--- src/design/mgpe_pkg.sv ---
package mgpe_pkg;

  localparam int IDX_W     = 22;
  localparam int COLOR_W   = 32;
  localparam int CFG_AW    = 5;
  localparam int CFG_DW    = 32;
  localparam int PIX_PER_B = 8;

  localparam logic [11:0] GLYPH_ROW_MAX = 12'd4095;

  localparam logic [1:0] FMT_RGB888 = 2'd0;
  localparam logic [1:0] FMT_RGB565 = 2'd1;
  localparam logic [1:0] FMT_NONE   = 2'd2;

  typedef enum logic [2:0] {
    REG_FB_WIDTH  = 3'd0,
    REG_FB_HEIGHT = 3'd1,
    REG_PIX_FMT   = 3'd2,
    REG_ORIGIN_X  = 3'd3,
    REG_ORIGIN_Y  = 3'd4,
    REG_ROW_BYTES = 3'd5,
    REG_FG_COLOR  = 3'd6,
    REG_BG_COLOR  = 3'd7
  } reg_idx_t;

  typedef struct packed {
    logic [7:0] glyph_byte;
    logic       glyph_end;
  } in_item_t;

  typedef struct packed {
    logic [IDX_W-1:0]   pixel_index;
    logic [COLOR_W-1:0] pixel_color;
    logic               run_last;
  } out_item_t;

  typedef struct packed {
    logic [11:0]        fb_width;
    logic [11:0]        fb_height;
    logic [1:0]         pixel_format;
    logic [10:0]        origin_x;
    logic [10:0]        origin_y;
    logic [4:0]         row_bytes;
    logic [COLOR_W-1:0] fg_color;
    logic [COLOR_W-1:0] bg_color;
  } cfg_t;

  // One classified glyph byte waiting for the expander.
  typedef struct packed {
    logic [IDX_W-1:0] row_base;
    logic [IDX_W-1:0] base_col;
    logic [7:0]       bits;
    logic [7:0]       mask;
  } entry_t;

endpackage

--- src/design/mgpe_regs.sv ---
module mgpe_regs (
  input  logic                      clk,
  input  logic                      rst_n,
  input  logic                      cfg_psel,
  input  logic                      cfg_penable,
  input  logic                      cfg_pwrite,
  input  logic [mgpe_pkg::CFG_AW-1:0] cfg_paddr,
  input  logic [mgpe_pkg::CFG_DW-1:0] cfg_pwdata,
  output logic [mgpe_pkg::CFG_DW-1:0] cfg_prdata,
  output logic                      cfg_pready,
  output mgpe_pkg::cfg_t            cfg
);
  import mgpe_pkg::*;

  cfg_t     cfg_r, cfg_nxt;
  reg_idx_t idx;
  logic     wr_en;

  assign idx        = reg_idx_t'(cfg_paddr[CFG_AW-1:2]);
  assign wr_en      = cfg_psel && cfg_penable && cfg_pwrite;
  assign cfg_pready = 1'b1;
  assign cfg        = cfg_r;

  always_comb begin
    cfg_nxt = cfg_r;
    if (wr_en) begin
      unique case (idx)
        REG_FB_WIDTH:  cfg_nxt.fb_width     = cfg_pwdata[11:0];
        REG_FB_HEIGHT: cfg_nxt.fb_height    = cfg_pwdata[11:0];
        REG_PIX_FMT:   cfg_nxt.pixel_format = cfg_pwdata[1:0];
        REG_ORIGIN_X:  cfg_nxt.origin_x     = cfg_pwdata[10:0];
        REG_ORIGIN_Y:  cfg_nxt.origin_y     = cfg_pwdata[10:0];
        REG_ROW_BYTES: cfg_nxt.row_bytes    = cfg_pwdata[4:0];
        REG_FG_COLOR:  cfg_nxt.fg_color     = cfg_pwdata;
        REG_BG_COLOR:  cfg_nxt.bg_color     = cfg_pwdata;
      endcase
    end
  end

  always_comb begin
    unique case (idx)
      REG_FB_WIDTH:  cfg_prdata = CFG_DW'(cfg_r.fb_width);
      REG_FB_HEIGHT: cfg_prdata = CFG_DW'(cfg_r.fb_height);
      REG_PIX_FMT:   cfg_prdata = CFG_DW'(cfg_r.pixel_format);
      REG_ORIGIN_X:  cfg_prdata = CFG_DW'(cfg_r.origin_x);
      REG_ORIGIN_Y:  cfg_prdata = CFG_DW'(cfg_r.origin_y);
      REG_ROW_BYTES: cfg_prdata = CFG_DW'(cfg_r.row_bytes);
      REG_FG_COLOR:  cfg_prdata = cfg_r.fg_color;
      REG_BG_COLOR:  cfg_prdata = cfg_r.bg_color;
    endcase
  end

  always_ff @(posedge clk) begin
    if (!rst_n) begin
      cfg_r.fb_width     <= 12'd800;
      cfg_r.fb_height    <= 12'd480;
      cfg_r.pixel_format <= FMT_RGB888;
      cfg_r.origin_x     <= 11'd0;
      cfg_r.origin_y     <= 11'd0;
      cfg_r.row_bytes    <= 5'd2;
      cfg_r.fg_color     <= 32'h00FF_FFFF;
      cfg_r.bg_color     <= 32'h0000_0000;
    end else begin
      cfg_r <= cfg_nxt;
    end
  end

endmodule

--- src/design/mgpe_front.sv ---
module mgpe_front #(
  parameter int MAX_DIM       = 2048,
  parameter int MAX_ROW_BYTES = 16
) (
  input  logic               clk,
  input  logic               rst_n,
  input  mgpe_pkg::cfg_t     cfg,
  input  logic               in_valid,
  output logic               in_stall,
  input  mgpe_pkg::in_item_t in_data,
  output logic               q_push,
  output mgpe_pkg::entry_t   q_wdata,
  input  logic               q_full
);
  import mgpe_pkg::*;

  localparam int DIMW  = ($clog2(MAX_DIM + 1) > 12) ? $clog2(MAX_DIM + 1) : 12;
  localparam int COLW  = $clog2(2048 + 8 * MAX_ROW_BYTES);
  localparam int PW0   = (DIMW > 13) ? DIMW : 13;
  localparam int PW    = (COLW > PW0) ? COLW : PW0;
  localparam int BCW   = $clog2(MAX_ROW_BYTES + 1);
  localparam int RBW   = ((BCW > 5) ? BCW : 5) + 1;

  logic [BCW-1:0]  byte_col_r, byte_col_nxt;
  logic [11:0]     glyph_row_r, glyph_row_nxt;
  logic            s1_valid_r, s1_valid_nxt;
  logic [PW-1:0]   s1_row_r;
  logic [PW-1:0]   s1_base_r;
  logic [7:0]      s1_bits_r;
  logic [7:0]      s1_mask_r;

  logic [DIMW-1:0] width_eff, height_eff;
  logic [RBW-1:0]  rb_eff, col_inc;
  logic [PW-1:0]   row, base;
  logic            row_ok;
  logic [7:0]      mask;
  logic            accept, s1_drain;
  logic [PW+DIMW-1:0] prod;

  always_comb begin
    width_eff  = (DIMW'(cfg.fb_width) > DIMW'(MAX_DIM)) ? DIMW'(MAX_DIM)
                                                         : DIMW'(cfg.fb_width);
    height_eff = (DIMW'(cfg.fb_height) > DIMW'(MAX_DIM)) ? DIMW'(MAX_DIM)
                                                          : DIMW'(cfg.fb_height);
    priority if (cfg.row_bytes == 5'd0)
      rb_eff = RBW'(1);
    else if (RBW'(cfg.row_bytes) > RBW'(MAX_ROW_BYTES))
      rb_eff = RBW'(MAX_ROW_BYTES);
    else
      rb_eff = RBW'(cfg.row_bytes);
  end

  // Classify the byte: which of its eight pixels land inside the framebuffer.
  always_comb begin
    row    = PW'(cfg.origin_y) + PW'(glyph_row_r);
    base   = PW'(cfg.origin_x) + (PW'(byte_col_r) << 3);
    row_ok = (cfg.pixel_format == FMT_RGB888 || cfg.pixel_format == FMT_RGB565) &&
             (row < PW'(height_eff));
    for (int j = 0; j < PIX_PER_B; j++) begin
      mask[j] = row_ok && ((base + PW'(j)) < PW'(width_eff));
    end
  end

  // Bytes with nothing to write leave stage one without entering the queue.
  assign s1_drain = !q_full || (s1_mask_r == 8'd0);
  assign in_stall = s1_valid_r && !s1_drain;
  assign accept   = in_valid && !in_stall;

  always_comb begin
    col_inc       = RBW'(byte_col_r) + RBW'(1);
    byte_col_nxt  = byte_col_r;
    glyph_row_nxt = glyph_row_r;
    if (accept) begin
      priority if (in_data.glyph_end) begin
        byte_col_nxt  = '0;
        glyph_row_nxt = '0;
      end else if (col_inc >= rb_eff) begin
        byte_col_nxt = '0;
        if (glyph_row_r < GLYPH_ROW_MAX) glyph_row_nxt = glyph_row_r + 12'd1;
      end else begin
        byte_col_nxt = col_inc[BCW-1:0];
      end
    end
    priority if (accept) s1_valid_nxt = 1'b1;
    else if (s1_drain)   s1_valid_nxt = 1'b0;
    else                 s1_valid_nxt = s1_valid_r;
  end

  always_comb begin
    prod             = (PW+DIMW)'(s1_row_r) * (PW+DIMW)'(width_eff);
    q_push           = s1_valid_r && (s1_mask_r != 8'd0) && !q_full;
    q_wdata.row_base = prod[IDX_W-1:0];
    q_wdata.base_col = IDX_W'(s1_base_r);
    q_wdata.bits     = s1_bits_r;
    q_wdata.mask     = s1_mask_r;
  end

  always_ff @(posedge clk) begin
    if (!rst_n) begin
      byte_col_r  <= '0;
      glyph_row_r <= '0;
      s1_valid_r  <= 1'b0;
    end else begin
      byte_col_r  <= byte_col_nxt;
      glyph_row_r <= glyph_row_nxt;
      s1_valid_r  <= s1_valid_nxt;
    end
  end

  always_ff @(posedge clk) begin
    if (accept) begin
      s1_row_r  <= row;
      s1_base_r <= base;
      s1_bits_r <= in_data.glyph_byte;
      s1_mask_r <= mask;
    end
  end

endmodule

--- src/design/mgpe_queue.sv ---
module mgpe_queue (
  input  logic             clk,
  input  logic             rst_n,
  input  logic             push,
  input  mgpe_pkg::entry_t wdata,
  input  logic             pop,
  output mgpe_pkg::entry_t rdata,
  output logic             full,
  output logic             empty
);
  import mgpe_pkg::*;

  entry_t     slot_r [2];
  logic       wr_ptr_r, rd_ptr_r;
  logic [1:0] count_r;
  logic       do_push, do_pop;

  assign full    = (count_r == 2'd2);
  assign empty   = (count_r == 2'd0);
  assign rdata   = slot_r[rd_ptr_r];
  assign do_push = push && !full;
  assign do_pop  = pop && !empty;

  always_ff @(posedge clk) begin
    if (!rst_n) begin
      wr_ptr_r <= 1'b0;
      rd_ptr_r <= 1'b0;
      count_r  <= 2'd0;
    end else begin
      if (do_push) wr_ptr_r <= !wr_ptr_r;
      if (do_pop)  rd_ptr_r <= !rd_ptr_r;
      count_r <= count_r + {1'b0, do_push} - {1'b0, do_pop};
    end
  end

  always_ff @(posedge clk) begin
    if (do_push) slot_r[wr_ptr_r] <= wdata;
  end

endmodule

--- src/design/mgpe_back.sv ---
module mgpe_back (
  input  logic                clk,
  input  logic                rst_n,
  input  mgpe_pkg::cfg_t      cfg,
  input  mgpe_pkg::entry_t    q_rdata,
  input  logic                q_empty,
  output logic                q_pop,
  output logic                out_valid,
  input  logic                out_stall,
  output mgpe_pkg::out_item_t out_data
);
  import mgpe_pkg::*;

  logic      cur_valid_r, cur_valid_nxt;
  entry_t    cur_r, cur_nxt;
  logic      out_valid_r, out_valid_nxt;
  out_item_t out_r, out_nxt;

  logic [2:0] pick;
  logic [7:0] rest;
  logic       last, emit, load;
  logic [COLOR_W-1:0] color;

  // Leftmost remaining pixel: lowest mask index.
  always_comb begin
    pick = 3'd0;
    for (int j = PIX_PER_B - 1; j >= 0; j--) begin
      if (cur_r.mask[j]) pick = 3'(j);
    end
    rest = cur_r.mask & ~(8'd1 << pick);
    last = (rest == 8'd0);
  end

  assign emit  = cur_valid_r && (!out_valid_r || !out_stall);
  assign load  = (!cur_valid_r || (emit && last)) && !q_empty;
  assign q_pop = load;

  always_comb begin
    color = cur_r.bits[3'd7 - pick] ? cfg.fg_color : cfg.bg_color;
    if (cfg.pixel_format == FMT_RGB565) color = {16'd0, color[15:0]};

    out_nxt.pixel_index = cur_r.row_base + cur_r.base_col + IDX_W'(pick);
    out_nxt.pixel_color = color;
    out_nxt.run_last    = last;

    priority if (emit)   out_valid_nxt = 1'b1;
    else if (!out_stall) out_valid_nxt = 1'b0;
    else                 out_valid_nxt = out_valid_r;

    cur_nxt       = cur_r;
    cur_valid_nxt = cur_valid_r;
    if (emit) begin
      cur_nxt.mask = rest;
      if (last) cur_valid_nxt = 1'b0;
    end
    if (load) begin
      cur_nxt       = q_rdata;
      cur_valid_nxt = 1'b1;
    end
  end

  assign out_valid = out_valid_r;
  assign out_data  = out_r;

  always_ff @(posedge clk) begin
    if (!rst_n) begin
      cur_valid_r <= 1'b0;
      out_valid_r <= 1'b0;
    end else begin
      cur_valid_r <= cur_valid_nxt;
      out_valid_r <= out_valid_nxt;
    end
  end

  always_ff @(posedge clk) begin
    cur_r <= cur_nxt;
    if (emit) out_r <= out_nxt;
  end

endmodule

--- src/design/mono_glyph_pixel_expander.sv ---
// A taken byte passes stage one, the queue and the current-byte register before its first pixel
// write is registered onto out_valid. Throughput: one pixel write per cycle while out_stall is low;
// a byte with n writes keeps the expander busy for all of them (eight for an unclipped byte); this
// is set by the single output port. Fully clipped and unsupported-format bytes skip the expander.
// Reset (rst_n low, synchronous): glyph counters, pipeline, queue and output valid are cleared;
// configuration registers return to 800, 480, rgb888, 0, 0, 2, 0xFFFFFF, 0.
module mono_glyph_pixel_expander #(
  parameter int MAX_DIM       = 2048,
  parameter int MAX_ROW_BYTES = 16
) (
  input  logic                        clk,
  input  logic                        rst_n,
  input  logic                        in_valid,
  output logic                        in_stall,
  input  mgpe_pkg::in_item_t          in_data,
  output logic                        out_valid,
  input  logic                        out_stall,
  output mgpe_pkg::out_item_t         out_data,
  input  logic                        cfg_psel,
  input  logic                        cfg_penable,
  input  logic                        cfg_pwrite,
  input  logic [mgpe_pkg::CFG_AW-1:0] cfg_paddr,
  input  logic [mgpe_pkg::CFG_DW-1:0] cfg_pwdata,
  output logic [mgpe_pkg::CFG_DW-1:0] cfg_prdata,
  output logic                        cfg_pready
);
  import mgpe_pkg::*;

  cfg_t   cfg;
  entry_t q_wdata, q_rdata;
  logic   q_push, q_pop, q_full, q_empty;

  mgpe_regs u_regs (
    .clk         (clk),
    .rst_n       (rst_n),
    .cfg_psel    (cfg_psel),
    .cfg_penable (cfg_penable),
    .cfg_pwrite  (cfg_pwrite),
    .cfg_paddr   (cfg_paddr),
    .cfg_pwdata  (cfg_pwdata),
    .cfg_prdata  (cfg_prdata),
    .cfg_pready  (cfg_pready),
    .cfg         (cfg)
  );

  mgpe_front #(
    .MAX_DIM       (MAX_DIM),
    .MAX_ROW_BYTES (MAX_ROW_BYTES)
  ) u_front (
    .clk      (clk),
    .rst_n    (rst_n),
    .cfg      (cfg),
    .in_valid (in_valid),
    .in_stall (in_stall),
    .in_data  (in_data),
    .q_push   (q_push),
    .q_wdata  (q_wdata),
    .q_full   (q_full)
  );

  mgpe_queue u_queue (
    .clk   (clk),
    .rst_n (rst_n),
    .push  (q_push),
    .wdata (q_wdata),
    .pop   (q_pop),
    .rdata (q_rdata),
    .full  (q_full),
    .empty (q_empty)
  );

  mgpe_back u_back (
    .clk       (clk),
    .rst_n     (rst_n),
    .cfg       (cfg),
    .q_rdata   (q_rdata),
    .q_empty   (q_empty),
    .q_pop     (q_pop),
    .out_valid (out_valid),
    .out_stall (out_stall),
    .out_data  (out_data)
  );

endmodule

--- config.mk ---
export PLATFORM = sky130hd
export DESIGN_NAME = mono_glyph_pixel_expander
export DESIGN_NICKNAME = d
export VERILOG_FILES = /design/src/design/mgpe_pkg.sv /design/src/design/mgpe_regs.sv /design/src/design/mgpe_front.sv /design/src/design/mgpe_queue.sv /design/src/design/mgpe_back.sv /design/src/design/mono_glyph_pixel_expander.sv
export SDC_FILE = /design/constraint.sdc
export NUM_CORES = 1
export LEC_CHECK = 0
export BUFFER_PORTS_ARGS = -buffer_cell sky130_fd_sc_hd__buf_4
export CAP_MARGIN = 20
export CORE_ASPECT_RATIO = 0.9
export CORE_UTILIZATION = 50
export DETAILED_ROUTE_END_ITERATION = 10
export PLACE_DENSITY_LB_ADDON = 0.2
export SLEW_MARGIN = 20
export SYNTH_ARGS = -nofsm -noshare
export SYNTH_HDL_FRONTEND = slang
export SYNTH_SLANG_ARGS = --single-unit
--- constraint.sdc ---
create_clock -name clk -period 13.1 [get_ports clk]
set_input_delay 0.655 -clock clk [delete_from_list [all_inputs] [get_ports clk]]
set_output_delay 0.655 -clock clk [all_outputs]
set_load 0.05 [all_outputs]
### Yosys cells after proc, flatten, opt, wreduce, memory -nomap -nowiden

Memories as Yosys holds them, arrays and structs flattened. A register that Yosys moved wholly into a read port is not among the register bits.
Cells that the tools add are included.

| storage, ports and cells | value |
|---|---|
| register bits after elaboration | 298 |
| RAM bits | 102 |
| bits of input ports | 53 |
| output and inout bits | 90 |
| word-level logic and storage cells | 163 |
| memories | 1 |

Memories:

| memory | words | width | rd ports | clocked after memory_dff | wr ports | RTL line | text |
|---|---|---|---|---|---|---|---|
| u_queue.slot_r | 2 | 51 | 1 | 1 | 1 | mgpe_queue.sv:13 | `entry_t slot_r [2];` |

| operators by class | value |
|---|---|
| add/subtract/negate cells | 16 |
| $mul | 1 |
| $lt $le $gt $ge | 15 |
| eq/ne operators | 10 |
| shift operators | 1 |
| multiplexer cells | 34 |
| bitwise gates (word level) | 2 |
| reductions and logical operators | 55 |

Operators with widths:

| operator | number |
|---|---|
| 32-bit one-hot mux with 8 select lines | 1 |
| 13-bit by 12-bit less-than comparator with 1-bit output | 9 |
| 12-bit two-way mux | 5 |
| 13-bit by 3-bit adder with 13-bit output (second input constant) | 4 |
| 32-bit two-way mux | 1 |
| 13-bit by 2-bit adder with 13-bit output (second input constant) | 2 |
| 12-bit greater-than comparator (second input constant) | 2 |
| 3-bit two-way mux | 8 |
| 22-bit adder | 1 |
| 22-bit by 3-bit adder with 22-bit output | 1 |
| 13-bit by 12-bit multiplier with 22-bit output | 1 |
| 1-bit logical AND | 20 |
| 5-bit two-way mux | 4 |
| 2-bit AND reduction | 9 |
| 8-bit logical NOT | 2 |
| 8-bit two-way mux | 2 |
| 11-bit by 12-bit adder with 13-bit output | 1 |
| 13-bit by 1-bit adder with 13-bit output (second input constant) | 1 |
| 11-bit by 8-bit adder with 12-bit output | 1 |
| 12-bit by 1-bit adder with 12-bit output (second input constant) | 1 |
| 3-bit == test (second input constant) | 4 |
| 12-bit less-than comparator (second input constant) | 1 |
| 1-bit two-way mux | 12 |
| 2-bit nonzero test | 5 |
| 23 further kinds | 36 |

### Logic depth before layout (Yosys ltp)

| depth | value |
|---|---|
| depth after elaboration | 18 |
| depth in mapped cells | 22 |
| mapped depth without buffers | 20 |

### Cells and area by module

Synthesis repeated with hierarchy kept, for this count alone.

| unflattened totals | value |
|---|---|
| cell total of the unflattened synthesis | 2,529 |
| area total of the unflattened synthesis | 26,932.1 um^2 |

By module, submodules not included:

| module | times used | cells each | area each (um^2) | seq. area each (um^2) |
|---|---|---|---|---|
| mgpe_front | 1 | 1,276 | 11,101.9 | 1,591.5 |
| mgpe_back | 1 | 400 | 5,710.5 | 3,493.4 |
| mgpe_regs | 1 | 639 | 5,250.0 | 2,342.2 |
| mgpe_queue | 1 | 214 | 4,869.7 | 3,703.6 |

### Worst setup path before layout

OpenSTA, ideal clock, no wires.

| timing | value |
|---|---|
| path kind | flip-flop to flip-flop |
| start point | register u_regs.cfg_r (netlist bit u_regs.cfg[116]) |
| end point | memory u_queue.slot_r[0][49] (netlist bit), data pin |
| setup time | 262 ps |
| arrival | 5,295 ps |
| data required time | 12,838 ps |
| slack | 7,542 ps |
| stages on the path, launching flop included | 21 |
| path buffers | 2 |
| period minus slack after synthesis | 5,558 ps |
| cell sequence | dfxtp_1 > clkbuf_1 > nor2b_1 > clkbuf_1 > nand2_1 > fa_1 > inv_1 > fa_1 > fa_1 > fa_1 > inv_1 > fa_1 > inv_1 > ha_1 > o21a_1 > o21ai_0 > o31ai_1 > o211a_1 > nand3_1 > a32o_1 > xnor2_1 |

| between the ends | value |
|---|---|
| cells in the longest elaborated chain, start to end | 3 |

Ends and longest elaborated chain:

| element | RTL line | text |
|---|---|---|
| start: declaration | mgpe_regs.sv:15 | `cfg_t cfg_r, cfg_nxt;` |
| start signal: assignment | mgpe_regs.sv:64 | `cfg_r <= cfg_nxt;` |
| 12-bit greater-than comparator | mgpe_front.sv:41 | `width_eff = (DIMW'(cfg.fb_width) > DIMW'(MAX_DIM)) ? DIMW'(MAX_DIM)` |
| 12-bit two-way mux (*) | mgpe_front.sv:41 |  |
| 13-bit by 12-bit multiplier with 22-bit output (*) | mgpe_front.sv:90 | `prod = (PW+DIMW)'(s1_row_r) * (PW+DIMW)'(width_eff);` |
| end: declaration | mgpe_queue.sv:13 |  |

Mark *: on every way between the ends. The rest lies on a longest branch, timed or not.

### Worst setup path after layout

| timing | value |
|---|---|
| start point | register u_regs.cfg_r (netlist bit u_regs.cfg[111]) |
| end point | memory u_queue.slot_r[1][49] (netlist bit), data pin |

Same word-level chain as after synthesis.

==> flow_summary.ini <==
[yosys]
yosysWarnings = 0
synth_top_cell_by_area = edfxtp_1
ys_ff_latch = 388
synth_cell_types = 74
synth_cells = 2360
async_flop_share_pct = 0
syn_area_per_cell_um2 = 10.4
yosysTopAreaCellShare_pct = 30.0
syn_nets = 2727
seq_area_frac_synth_pct = 41.5
synth_area_leaders = edfxtp_1 30%, dfxtp_1 12%, ha_1 10%
ys.flop_type = edfxtp_1
synth_edf_count = 246
yosysMostFrequentCell = nand2_1
synth_commonest_cells = 366 x nand2_1, 246 x edfxtp_1, 207 x inv_1
synthesis.area_um2 = 24600

[drt]
route.detailed.drc = 0
ant_nets = 0
drt_first_pass_iters = 7
viasPerCell = 5.61
wl_mm = 58.6
wl_per_cell_um = 18.8
drtIter0Drc = 1093
vias = 17500

[grt]
grt_max_degree = 74
grt.busiest_layer = met2
grt_util_met3_pct = 4.23
grtUsageMet1_pct = 31.8
grt_pass1_vias = 17400
grt_pass1_wl_mm = 92.4
antenna_found_initial = 2
use_met2_pct = 37.9
grt.overflow.total = 0
track_usage_pct = 23.4

[sta]
finalHoldViolCount = 0
skew_ns = 0.0165
fin_tns_setup_ns = 0
worst_hold_slack_ns = 0.250
relSlewSlack_pct = 32.0
rsz0062_at_grt = false
period_minus_slack_ns = 6.26
fmax_ghz = 0.160
slew_violations = 0
worst_pin_slew_ns = 1.02
finalSetupViolations = 0
post-route-period-util_pct = 47.8

[final_layout]
fin_area_um2 = 27600
antenna_cells = 0
finalNonFillerCells = 3122
final_nets = 2833
layout-drive-gt1-share_pct = 12.7
final_util_pct = 57.2
area_delta_synth_final_pct = 12.0

[critical_path]
r2r_start = u_regs.cfg[111]
path_cells = nor2b_2 -> nand2_1 -> fa_1 -> inv_1 -> fa_1 -> fa_1 -> fa_1 -> inv_1 -> fa_1 -> inv_1 -> ha_1 -> nand2_1 -> o31ai_1 -> o211a_1 -> nand3_1 -> a32o_1 -> xnor2_1
timing.critical_path.mode_cell = fa_1
critPathLaunchType = register
crit_slowest_cell = nor2b_2
r2r_slack_ns = 6.84
cp-end-kind = register
critPathTopFamily = adder cells
crit_arrival_ns = 6.57
worstSetupPathType = reg2reg
cp_slowest_stage_delay_ns = 0.66
crit_start = u_regs.cfg[111]
cp_max_fo = 14
timing.critical_path.buf_inv = 3
required_ns = 13.41

[cts]
post-cts-setup-buffers = 0
clock_latency_ns = 0.58
holdBufCountCts = 0
cts-resized-gates = 0
cts.sinks = 388
cts_tree = done
cts_buffer_depth = 3
numCtsBuffers = 41
path_clk_slew_ns = 0.06
htree_num_levels = 2
root_buffer = clkbuf_16

[placement]
numPortBuffers = 139
dpl.hpwl_mm = 42.2
dp.cells = 3047
placed_area_um2 = 26300
place_congestion = 0.894

[power_and_ir_drop]
powerDensity_nw_per_um2 = 160
p_leak_nw = 11.6
ir_drop_uv = 130

[die]
row_count = 76
die_height_um = 213
initial_core_util_pct = 51.1
io_pins = 143
die_w_um = 236
dieArea_um2 = 50100
core_um2 = 48200

[flow_run]
cap_viol_max_count = 0

[hold_path]
min_path_type = in2reg
hold_path.startpoint = in_data[3]

[status]
outcome = finished clean
## cell type report
cell class	count	area (um^2)
clock buffer	60	1170
clock inverter	15	156
fill	4104	20600
inverter	209	785
multi-input combinational	1660	13200
sequential	388	10200
tap	624	781
timing repair buffer	166	1250
## state kept, by name, indices dropped and copies added (netlist names), 2 cells and up, named ones only
register and count:
u_regs.cfg 117, u_queue.slot_r 100, u_back.out_data 55, u_back.cur_r 50
u_front.s1_row_r 13, u_front.glyph_row_r 12, u_front.s1_base_r 12, u_front.s1_bits_r 8
u_front.s1_mask_r 8, u_front.byte_col_r 5, u_queue.count_r 2
## stage by stage
step / setup WS (ns) / total power [mW]
after floorplan: 7.54 / 2.89
after global placement: 6.65 / 3.27
after detailed placement: 6.77 / 3.30
after CTS: 6.75 / 4.44
after global routing: 6.59 / 4.63
final: 6.84 / 4.41
## where the power goes
group	internal (mW)	switching [mW]
clock network	0.649	0.486
registers	1.62	0.0948
logic	0.591	0.975
## layer usage
metal,vias to the layer above,routed length [um]
met5,-,12
met4,2,1620
met3,120,3730
met2,505,27100
met1,8586,26200
li1,8317,-
## cells by family after synthesis
kind of cell | count (synthesis) | synth area share [%]
other | 1 | 0.0152
multiplexers | 144 | 6.73
AND/OR/NAND/NOR | 744 | 13.7
buffers and inverters | 312 | 4.92
AO/OA/AOI/OAI | 330 | 9.03
flip-flops | 388 | 41.5
adder cells (fa/ha/maj) | 315 | 19.5
XOR/XNOR | 126 | 4.54
## path summary, 6_finish.rpt
path / end / depth (start not counted)
setup / recovery: u_queue.slot_r[1][49] / 17
hold / removal: u_front.s1_bits_r[2] / 1
setup reg to reg: u_queue.slot_r[1][49] / 17
hold reg to reg: u_queue.slot_r[0][17] / 0
## cell usage in the layout (no fill, tap or decap), types with 34 or more instances in the layout
cell,instances
and2_1,56
mux2i_1,68
a21boi_0,60
dfxtp_1,141
edfxtp_1,246
xnor2_1,90
ha_1,200
a21oi_1,67
nand2_1,366
fa_1,114
nor2b_1,57
mux2_2,57
clkbuf_16,42
nor2_1,107
inv_1,206
buf_4,166
o21ai_0,60
nand3_1,60
xor2_1,34
No activity file was read; power rests on OpenSTA's default activity.
